File: src/design/rwe_pkg.sv
// Shared constants and types for the repeat window encoder.
package rwe_pkg;

  localparam int WIN_BYTES = 32;
  localparam int MAX_MATCH = 8;
  localparam int IDX_W     = $clog2(WIN_BYTES);
  localparam int LEN_W     = $clog2(MAX_MATCH) + 1;
  localparam int FILL_W    = $clog2(WIN_BYTES) + 1;
  localparam int TOKLEN_W  = $clog2(MAX_MATCH);

  localparam logic [7:0] LITERAL_MARK = 8'hFF;

  typedef struct packed {
    logic shift;   // take the neighbour's byte
    logic eq_en;   // latch compare vector against the lookahead
  } rwe_cell_ctl_t;

  typedef struct packed {
    logic len_en;  // latch per-start match lengths
    logic best_en; // latch winner of the tree
  } rwe_pick_ctl_t;

  typedef struct packed {
    logic [LEN_W-1:0] len;  // 0 means no match
    logic [IDX_W-1:0] idx;  // cell index, distance is idx+1
  } rwe_best_t;

endpackage

File: src/design/repeat_window_encoder.sv
// Top level: small-window LZ-style encoder, input staging, sequencer and output register.
//
// Raw bytes arrive as beats on the in_ channel (in_data_byte, in_last_in) and coded
// bytes leave as beats on the out_ channel (out_byte, out_last_out). Both channels
// use valid/stall; a beat moves when valid is high and stall is low.
// A byte is taken while the lookahead has room. Once eight bytes are
// pending, or a byte flagged last arrives, a coding decision runs: the EQ step
// latches the compare vectors of the 32 history cells, the LEN step latches the
// per-start lengths, the PICK step latches the winner of the comparison tree. The
// token (or the marker 255 and the literal) is then loaded into the output register,
// one byte per cycle while the output is not stalled, and the consumed bytes walk
// into the history chain, one byte per cycle. A last beat repeats decisions until
// the lookahead is empty and marks the final coded byte with out_last_out.
// in_stall is high whenever a decision is in progress. A stalled output holds its
// beat and the sequencer waits in its emit step. Reset empties the history and the
// lookahead and drops out_valid; a new stream starts after every last beat.
module repeat_window_encoder (
  input  logic       clk,
  input  logic       rst_n,
  input  logic       in_valid,
  output logic       in_stall,
  input  logic [7:0] in_data_byte,
  input  logic       in_last_in,
  output logic       out_valid,
  input  logic       out_stall,
  output logic [7:0] out_byte,
  output logic       out_last_out
);
  import rwe_pkg::*;

  localparam logic [2:0] ST_IDLE  = 3'd0;
  localparam logic [2:0] ST_EQ    = 3'd1;
  localparam logic [2:0] ST_LEN   = 3'd2;
  localparam logic [2:0] ST_PICK  = 3'd3;
  localparam logic [2:0] ST_EMIT1 = 3'd4;
  localparam logic [2:0] ST_EMIT2 = 3'd5;
  localparam logic [2:0] ST_SHIFT = 3'd6;

  logic [2:0]                      state_r, state_nxt;
  logic [FILL_W-1:0]               fill_r, fill_nxt;
  logic [LEN_W-1:0]                cnt_r, cnt_nxt;
  logic [LEN_W-1:0]                shl_r, shl_nxt;
  logic                            flush_r, flush_nxt;
  logic [MAX_MATCH-1:0][7:0]       la_r, la_nxt;
  logic                            out_valid_r, out_valid_nxt;
  logic [7:0]                      out_byte_r, out_byte_nxt;
  logic                            out_last_r, out_last_nxt;

  rwe_cell_ctl_t                   cell_ctl;
  rwe_pick_ctl_t                   pick_ctl;
  rwe_best_t                       best;
  logic [WIN_BYTES-1:0][7:0]       cell_byte;
  logic [WIN_BYTES-1:0][MAX_MATCH-1:0] cell_eq;
  logic [WIN_BYTES-1:0][MAX_MATCH-1:0] run;

  logic                            out_free;
  logic                            is_lit;
  logic [LEN_W-1:0]                used;
  logic                            final_dec;
  logic [7:0]                      token;

  // history chain, cell 0 holds the newest byte (distance 1)
  generate
    for (genvar i = 0; i < WIN_BYTES; i++) begin : g_cell
      if (i == 0) begin : g_head
        rwe_cell u_cell (
          .clk     (clk),
          .ctl     (cell_ctl),
          .byte_in (la_r[0]),
          .la      (la_r),
          .byte_q  (cell_byte[i]),
          .eq_q    (cell_eq[i])
        );
      end else begin : g_body
        rwe_cell u_cell (
          .clk     (clk),
          .ctl     (cell_ctl),
          .byte_in (cell_byte[i-1]),
          .la      (la_r),
          .byte_q  (cell_byte[i]),
          .eq_q    (cell_eq[i])
        );
      end
      // a run from start i steps towards the newer cells
      for (genvar j = 0; j < MAX_MATCH; j++) begin : g_run
        if (j <= i) begin : g_in
          assign run[i][j] = cell_eq[i-j][j];
        end else begin : g_out
          assign run[i][j] = 1'b0;
        end
      end
    end
  endgenerate

  rwe_pick u_pick (
    .clk  (clk),
    .ctl  (pick_ctl),
    .run  (run),
    .fill (fill_r),
    .cnt  (cnt_r),
    .best (best)
  );

  assign out_free  = !out_valid_r || !out_stall;
  assign is_lit    = (best.len == '0);
  assign used      = is_lit ? LEN_W'(1) : best.len;
  assign final_dec = flush_r && (used == cnt_r);
  assign token     = {~best.idx, TOKLEN_W'(best.len - LEN_W'(1))};

  assign in_stall = (state_r != ST_IDLE);

  always_comb begin
    state_nxt     = state_r;
    fill_nxt      = fill_r;
    cnt_nxt       = cnt_r;
    shl_nxt       = shl_r;
    flush_nxt     = flush_r;
    la_nxt        = la_r;
    out_valid_nxt = out_valid_r && out_stall;
    out_byte_nxt  = out_byte_r;
    out_last_nxt  = out_last_r;
    cell_ctl      = '0;
    pick_ctl      = '0;

    case (state_r)
      ST_IDLE: begin
        if (in_valid) begin
          la_nxt[cnt_r[TOKLEN_W-1:0]] = in_data_byte;
          cnt_nxt = cnt_r + LEN_W'(1);
          if (in_last_in) begin
            flush_nxt = 1'b1;
            state_nxt = ST_EQ;
          end else if (cnt_r == LEN_W'(MAX_MATCH - 1)) begin
            state_nxt = ST_EQ;
          end
        end
      end
      ST_EQ: begin
        cell_ctl.eq_en = 1'b1;
        state_nxt      = ST_LEN;
      end
      ST_LEN: begin
        pick_ctl.len_en = 1'b1;
        state_nxt       = ST_PICK;
      end
      ST_PICK: begin
        pick_ctl.best_en = 1'b1;
        state_nxt        = ST_EMIT1;
      end
      ST_EMIT1: begin
        if (out_free) begin
          out_valid_nxt = 1'b1;
          out_byte_nxt  = is_lit ? LITERAL_MARK : token;
          out_last_nxt  = !is_lit && final_dec;
          shl_nxt       = used;
          state_nxt     = is_lit ? ST_EMIT2 : ST_SHIFT;
        end
      end
      ST_EMIT2: begin
        if (out_free) begin
          out_valid_nxt = 1'b1;
          out_byte_nxt  = la_r[0];
          out_last_nxt  = final_dec;
          state_nxt     = ST_SHIFT;
        end
      end
      ST_SHIFT: begin
        cell_ctl.shift = 1'b1;
        for (int j = 0; j < MAX_MATCH - 1; j++) begin
          la_nxt[j] = la_r[j+1];
        end
        cnt_nxt = cnt_r - LEN_W'(1);
        shl_nxt = shl_r - LEN_W'(1);
        if (fill_r < FILL_W'(WIN_BYTES)) begin
          fill_nxt = fill_r + FILL_W'(1);
        end
        if (shl_r == LEN_W'(1)) begin
          if (!flush_r) begin
            state_nxt = ST_IDLE;
          end else if (cnt_r == LEN_W'(1)) begin
            // stream done: the next byte opens a fresh history
            fill_nxt  = '0;
            flush_nxt = 1'b0;
            state_nxt = ST_IDLE;
          end else begin
            state_nxt = ST_EQ;
          end
        end
      end
      default: begin
        state_nxt = ST_IDLE;
      end
    endcase
  end

  always_ff @(posedge clk) begin
    if (!rst_n) begin
      state_r     <= ST_IDLE;
      fill_r      <= '0;
      cnt_r       <= '0;
      shl_r       <= '0;
      flush_r     <= 1'b0;
      out_valid_r <= 1'b0;
    end else begin
      state_r     <= state_nxt;
      fill_r      <= fill_nxt;
      cnt_r       <= cnt_nxt;
      shl_r       <= shl_nxt;
      flush_r     <= flush_nxt;
      out_valid_r <= out_valid_nxt;
    end
  end

  always_ff @(posedge clk) begin
    la_r       <= la_nxt;
    out_byte_r <= out_byte_nxt;
    out_last_r <= out_last_nxt;
  end

  assign out_valid    = out_valid_r;
  assign out_byte     = out_byte_r;
  assign out_last_out = out_last_r;

endmodule

File: src/design/rwe_cell.sv
// One history cell: holds a byte, shifts it on, compares it with the lookahead.
module rwe_cell (
  input  logic                                  clk,
  input  rwe_pkg::rwe_cell_ctl_t                ctl,
  input  logic [7:0]                            byte_in,
  input  logic [rwe_pkg::MAX_MATCH-1:0][7:0]    la,
  output logic [7:0]                            byte_q,
  output logic [rwe_pkg::MAX_MATCH-1:0]         eq_q
);
  import rwe_pkg::*;

  logic [7:0]           byte_r;
  logic [MAX_MATCH-1:0] eq_r;
  logic [MAX_MATCH-1:0] eq_nxt;

  always_comb begin
    for (int j = 0; j < MAX_MATCH; j++) begin
      eq_nxt[j] = (byte_r == la[j]);
    end
  end

  always_ff @(posedge clk) begin
    if (ctl.shift) begin
      byte_r <= byte_in;
    end
    if (ctl.eq_en) begin
      eq_r <= eq_nxt;
    end
  end

  assign byte_q = byte_r;
  assign eq_q   = eq_r;

endmodule

File: src/design/rwe_pick.sv
// Match length per start position and a registered longest-match tree.
module rwe_pick (
  input  logic                                                     clk,
  input  rwe_pkg::rwe_pick_ctl_t                                   ctl,
  input  logic [rwe_pkg::WIN_BYTES-1:0][rwe_pkg::MAX_MATCH-1:0]    run,
  input  logic [rwe_pkg::FILL_W-1:0]                               fill,
  input  logic [rwe_pkg::LEN_W-1:0]                                cnt,
  output rwe_pkg::rwe_best_t                                       best
);
  import rwe_pkg::*;

  localparam int LEVELS = IDX_W;

  logic [WIN_BYTES-1:0][LEN_W-1:0] len_nxt;
  logic [WIN_BYTES-1:0][LEN_W-1:0] len_r;
  logic [WIN_BYTES-1:0]            go;
  rwe_best_t                       best_r;

  logic [LEN_W-1:0] lv_len [0:LEVELS][0:WIN_BYTES-1];
  logic [IDX_W-1:0] lv_idx [0:LEVELS][0:WIN_BYTES-1];

  // run[i][j] already holds zero where j passes the distance
  always_comb begin
    for (int i = 0; i < WIN_BYTES; i++) begin
      go[i]      = (FILL_W'(i) < fill);
      len_nxt[i] = '0;
      for (int j = 0; j < MAX_MATCH; j++) begin
        if (go[i] && (LEN_W'(j) < cnt) && run[i][j]) begin
          len_nxt[i] = len_nxt[i] + LEN_W'(1);
        end else begin
          go[i] = 1'b0;
        end
      end
    end
  end

  generate
    for (genvar n = 0; n < WIN_BYTES; n++) begin : g_leaf
      assign lv_len[0][n] = len_r[n];
      assign lv_idx[0][n] = IDX_W'(n);
    end
    // higher index is the older start, so it takes ties
    for (genvar l = 0; l < LEVELS; l++) begin : g_lvl
      for (genvar n = 0; n < (WIN_BYTES >> (l + 1)); n++) begin : g_node
        always_comb begin
          if (lv_len[l][2*n+1] >= lv_len[l][2*n]) begin
            lv_len[l+1][n] = lv_len[l][2*n+1];
            lv_idx[l+1][n] = lv_idx[l][2*n+1];
          end else begin
            lv_len[l+1][n] = lv_len[l][2*n];
            lv_idx[l+1][n] = lv_idx[l][2*n];
          end
        end
      end
    end
  endgenerate

  always_ff @(posedge clk) begin
    if (ctl.len_en) begin
      len_r <= len_nxt;
    end
    if (ctl.best_en) begin
      best_r.len <= lv_len[LEVELS][0];
      best_r.idx <= lv_idx[LEVELS][0];
    end
  end

  assign best = best_r;

endmodule
File: config.mk
export PLATFORM = sky130hd
export DESIGN_NAME = repeat_window_encoder
export DESIGN_NICKNAME = d
export VERILOG_FILES = /design/src/design/rwe_pkg.sv /design/src/design/repeat_window_encoder.sv /design/src/design/rwe_cell.sv /design/src/design/rwe_pick.sv
export SDC_FILE = /design/constraint.sdc
export NUM_CORES = 2
export LEC_CHECK = 0
export BUFFER_PORTS_ARGS = -buffer_cell sky130_fd_sc_hd__buf_2
export CORE_MARGIN = 8
export CORE_UTILIZATION = 62
export CTS_BUF_LIST = sky130_fd_sc_hd__clkbuf_16
export CTS_CLUSTER_DIAMETER = 200
export DETAILED_ROUTE_END_ITERATION = 8
export GPL_TIMING_DRIVEN = 0
export PLACE_DENSITY = 0.76
export SYNTH_ARGS = -nofsm -noshare
export SYNTH_HDL_FRONTEND = slang
export SYNTH_SLANG_ARGS = --single-unit
export TNS_END_PERCENT = 50
File: constraint.sdc
create_clock -name clk -period 26.8 [get_ports clk]
set_input_delay 5.36 -clock clk [delete_from_list [all_inputs] [get_ports clk]]
set_output_delay 5.36 -clock clk [all_outputs]
set_load 0.005 [all_outputs]
== Word level (Yosys, flattened, before mapping) ==
Cells that the tools add are included.
Storage, ports and cells
  flip-flop bits (word level): 713
  latch bits: 0
  bits in writable memories: 0
  memory bits (read-only): 0
  output and inout port bits: 11
  logic and storage cells: 1640
  memories kept: 0
Operators by class
  add/sub/neg operators: 201
  $mul: 0
  divide/modulo/power cells: 0
  order comparisons: 74
  equality and inequality tests: 244
  shifts and indexed selects: 0
  mux-type cells: 529
  bitwise logic cells: 1
  reductions and logical operators: 477
Operators with widths (count)
  $eq A8 B8 Y1: 228
  $mux W4: 232
  $add A4 B1 Y4 const B: 166
  $logic_and A1 B1 Y1: 460
  $mux W1: 258
  $ge A4 B4 Y1: 31
  $pmux W56 S2: 1
  $lt A5 B6 Y1 const A: 16
  $bwmux W64: 1
  $add A1 B1 Y2 const B: 31
  $mux W56: 1
  $lt A4 B6 Y1 const A: 8
  $mux W3: 11
  $mux W8: 4
  $demux W8 S3: 1
  $lt A3 B6 Y1 const A: 4
  $mux W6: 4
  $pmux W3 S7: 1
  $mux W2: 9
  $lt A3 B4 Y1 const A: 4
  $pmux W4 S2: 2
  $pmux W8 S2: 1
  $lt A1 B6 Y1 const A: 2
  $lt A2 B6 Y1 const A: 2
  other kinds (30): 48

== Logic depth before layout (Yosys ltp) ==
  depth after elaboration: 25
  gate-level depth with buffers: 39
  gate-level depth less buffers: 38

== By module ==
From an unflattened synthesis, not the netlist that was laid out.
Unflattened totals
  cell total of the unflattened synthesis: 6815
  area total of the unflattened synthesis: 68345.5 sq um
By module, submodules not included
  rwe_cell: times used 32, cells an instance 112, area an instance 1261.2 sq um, seq. area each 480.5 sq um
  rwe_pick: times used 1, cells an instance 2903, area an instance 23890.4 sq um, seq. area each 4113.9 sq um
  repeat_window_encoder: times used 1, cells an instance 328, area an instance 4096.4 sq um, seq. area each 2572.5 sq um

== Worst setup path after synthesis ==
OpenSTA, ideal clock, no wires.
  path type: reg2reg
  from: reg state_r[0]
  to: reg g_cell[0].g_head.u_cell.eq_r[0], enable pin
  library setup time: 1.142 ns
  arrival time: 17.056 ns
  slack: 8.602 ns
  stages on the path, launching flop included: 3
  buffers on the path: 1
  clock period less this slack: 18.198 ns
  path through: dfxtp_1 > clkbuf_1 > nor3b_1
Between the ends
  longest elaborated chain between the ends: 2
Ends and longest elaborated chain
  start: declaration: RTL line repeat_window_encoder.sv:39  | logic [2:0] state_r, state_nxt;
  start signal: assignment: RTL line repeat_window_encoder.sv:205  | state_r <= state_nxt;
  $eq A3 B1 Y1: RTL line repeat_window_encoder.sv:125  | case (state_r)
  $mux W1: RTL line repeat_window_encoder.sv:125
  end signal: assignment: RTL line rwe_cell.sv:27  | eq_r <= eq_nxt;
  end: declaration: RTL line rwe_cell.sv:13  | logic [MAX_MATCH-1:0] eq_r;
No other way between the ends.
A chain may end at the register's enable or synchronous reset.

==> metrics.yaml <==
status: "complete, but fails checks"
failed_checks: "max-capacitance violations, max-slew violations"
end_kind: "register"
min_path_type: "reg2reg"
routabilityCongestion: 1.11
synth_edf_count: 688
syn_area_per_cell_sq_um: 9.67
comb_power_share_pct: 39.8
synth_nets: 6674
die_w_microns: 331
max_freq_ghz: 0.108
drc: 0
p_leak_uw: 0.0223
io_pins: 24
syn_to_final_growth_pct: 8.27
postCtsSetupBuffers: 0
power.density_nw_per_um2: 66.6
finish.instance_area_sq_um: 66500
slew_headroom_pct: -13.1
synthFlopType: "edfxtp_1"
finalSetupViolCount: 0
port_buffers: 23
synth_seq_area_share_pct: 34.2
path_common_cell: "ha_1"
period_needed_ps: 9250
crit_fanout: 10
drt_first_pass_iters: 7
reg2reg_to: "u_pick.best[5]$_DFFE_PN_"
grt_setup_unrepaired: "false"
cts_hold_buf: 0
via_per_inst: 6.55
post_cts_resized: 0
grt-ovfl-total: 0
holdCritStartpoint: "g_cell[17].g_body.u_cell.byte_q[7]$_DFFE_PP_"
sw_frac_of_total_pct: 38.4
dp.cells: 7704
pwr-share-seq_pct: 33.2
p_total_uw: 4430
ant_nets: 0
timing.rr.start: "u_pick.len_r[96]$_DFFE_PP_"
grt_pass1_wl_microns: 335000
worst_pin_slew_ps: 1700
ys_types: 119
r2r_slack_ps: 17550
cts.sinks: 707
hpwl_microns: 180000
initial_core_util_pct: 62.5
clkTransAtPathRegs_ps: 70
first_global_vias: 47500
fp.coreArea_sq_um: 98300
start_kind: "register"
final.setup.tns_ps: 0
die_height_microns: 331
p_switching_uw: 1700
met1_usage_pct: 52.9
clock_power_share_pct: 27.0
crit_family: "compound AO/OA/AOI/OAI gates"
nFillCells: 7766
clk_path_buf_depth: 3
wire_per_inst_microns: 30.7
async_flop_share_pct: 0
multi_input_area_sq_um: 37500
vdd_drop_max_uv: 176
wl_microns: 242000
grt.busiest_layer: "met2"
htreeDepth: 3
numCtsBuffers: 82
dieArea_sq_um: 109000
fin_skew_ps: 42.4
fin_cells: 7871
grt_use_met3_pct: 17.9
regArea_sq_um: 21000
synth_warnings: 0
clkLatencyLatePin_ps: 720
drive_gt1_share_pct: 6.87
syn-cell-area_sq_um: 61500
critPathSlowestCell: "mux2i_1"
cp_num_buf_inv: 4
grt_util_met2_pct: 60.7
cts_tree: "done"
synth_seq_cells: 707
grt_use_total_pct: 42.9
synthCells: 6358
vias: 51600
path_class: "reg2reg"
first_iter_violations: 8050
nets: 6818
critPathArrivalTime_ps: 9760
min_period_over_period_pct: 34.5
power.internal_uw: 2730
grt_max_degree: 49
place_area_sq_um: 63700
antenna_found_initial: 44
holdPathStages: 0
rows: 115
crit_start: "u_pick.len_r[96]$_DFFE_PP_"
hold_viol_final: 0
hold_end: "g_cell[18].g_body.u_cell.byte_q[7]$_DFFE_PP_"
maxSlewViolCount: 329
rr_worst_depth: 34
critPathMaxStageDelay_ps: 640
cp.required_ps: 27310
maxCapViolCount: 32
cts-root-buf: "clkbuf_16"
-- power groups by stage --
stage	registers (uW)	clock network [uW]	logic, uW
2_1_floorplan	1510	0	1220
3_3_place_gp	1570	0	1630
3_5_place_dp	1490	0	1710
4_1_cts	1470	1190	1730
5_1_grt	1480	1240	1900
6_report	1470	1200	1760
-- sequential cells by signal, indices dropped and copies added, names as in the netlist --
| signal | cells |
|---|---|
| state_r | 3 |
| g_cell.g_head.u_cell.byte_q | 8 |
| la_r | 64 |
| g_cell.g_body.u_cell.eq_q | 220 |
| u_pick.len_r | 122 |
| flush_r | 1 |
| out_valid | 1 |
| out_byte | 8 |
| shl_r | 4 |
| u_pick.best | 9 |
| cnt_r | 4 |
| out_last_out | 1 |
| g_cell.g_head.u_cell.eq_q | 8 |
| g_cell.g_body.u_cell.byte_q | 248 |
| fill_r | 6 |
-- routing by layer --
layer | vias up | share of wire (%) | wire [microns]
met1 | 24400 | 36 | 87200
met4 | 28 | 8.3 | 20100
met2 | 3937 | 40 | 97400
li1 | 22200 | - | -
met3 | 1053 | 15 | 36800
met5 | - | 0.11 | 265
-- placed cells by master (no fill, tap or decap), types with 31 or more instances in the layout --
cell       instances
nor3_1            45
mux2i_1           79
nand3_1          150
xnor2_1         2056
nand2_1          279
a22o_1            59
a21oi_1          124
nand2b_1          35
inv_1            252
mux2_2           103
ha_1             303
buf_2             54
clkbuf_1         314
o21ai_0           84
nor2_1           461
xor2_1           131
edfxtp_1         688
nand4_1          519
and2_1            31
and3_1            67
clkbuf_16         82
buf_1            158
-- through the flow --
step | utilization [%] | hold WS (ps) | worst slack (ps)
floorplan | - | 424 | 8600
global placement | 64.3 | 428 | 1820
detailed placement | 64.8 | 430 | 17600
CTS | 67.6 | 436 | 17520
global route | 67.7 | 447 | 16880
finish | 67.7 | 437 | 17550
-- cell families after synthesis --
logic type,Yosys count,synth area share [%]
xor gates and xnor gates,2197,31.4
other,1,0.00610
muxes,187,3.29
buffers and inverters,773,4.82
adders and majority gates,308,6.25
and+or+nand+nor,1730,14.8
DFF,707,34.2
AOI/OAI and AO/OA,455,5.18
-- synthesized netlist by cell type, types with 11 or more instances --
master | n | area [sq um]
nor2b_1 | 24 | 150
xnor2_1 | 2056 | 18000
inv_1 | 244 | 916
nand2b_1 | 35 | 219
nand2_1 | 279 | 1050
a211oi_1 | 11 | 82.6
nand3_1 | 150 | 751
mux2_2 | 103 | 1160
buf_1 | 168 | 631
xor2_1 | 131 | 1150
a22o_1 | 59 | 517
and4_1 | 18 | 158
o21a_1 | 23 | 173
ha_1 | 303 | 3790
a21o_1 | 13 | 97.6
nor3_1 | 46 | 230
buf_2 | 25 | 125
and2_1 | 31 | 194
mux2i_1 | 79 | 791
or3_1 | 12 | 75.1
nand4_1 | 519 | 3250
nor2_1 | 461 | 1730
edfxtp_1 | 688 | 20700
clkbuf_1 | 327 | 1230
a21oi_1 | 124 | 621
dfxtp_1 | 19 | 380
and3_1 | 67 | 419
a31oi_1 | 16 | 100
o21ai_0 | 85 | 425
-- how the worst max path moves through the flow --
stage	end	cells after the start
CTS	u_pick.best[5]$_DFFE_PN_	34
detailed placement	u_pick.best[0]$_DFFE_PN_	34
global placement	g_cell[25].g_body.u_cell.eq_q[3]$_DFFE_PN_	2
floorplan	g_cell[0].g_head.u_cell.eq_q[0]$_DFFE_PN_	2
finish	u_pick.best[5]$_DFFE_PN_	34
global route	u_pick.best[5]$_DFFE_PN_	35
-- cell type report --
cell class                      count  share of cell area, %
Antenna cell                       17                 0.0639
Buffer                            526                   3.10
Clock buffer                       82                   3.08
Clock inverter                     67                   1.12
Inverter                          247                   1.40
Multi-Input combinational cell   4878                   56.3
Sequential cell                   707                   31.6
Tap cell                         1287                   2.42
Timing Repair Buffer               60                  0.901
Power figures use the tool's default switching activity.
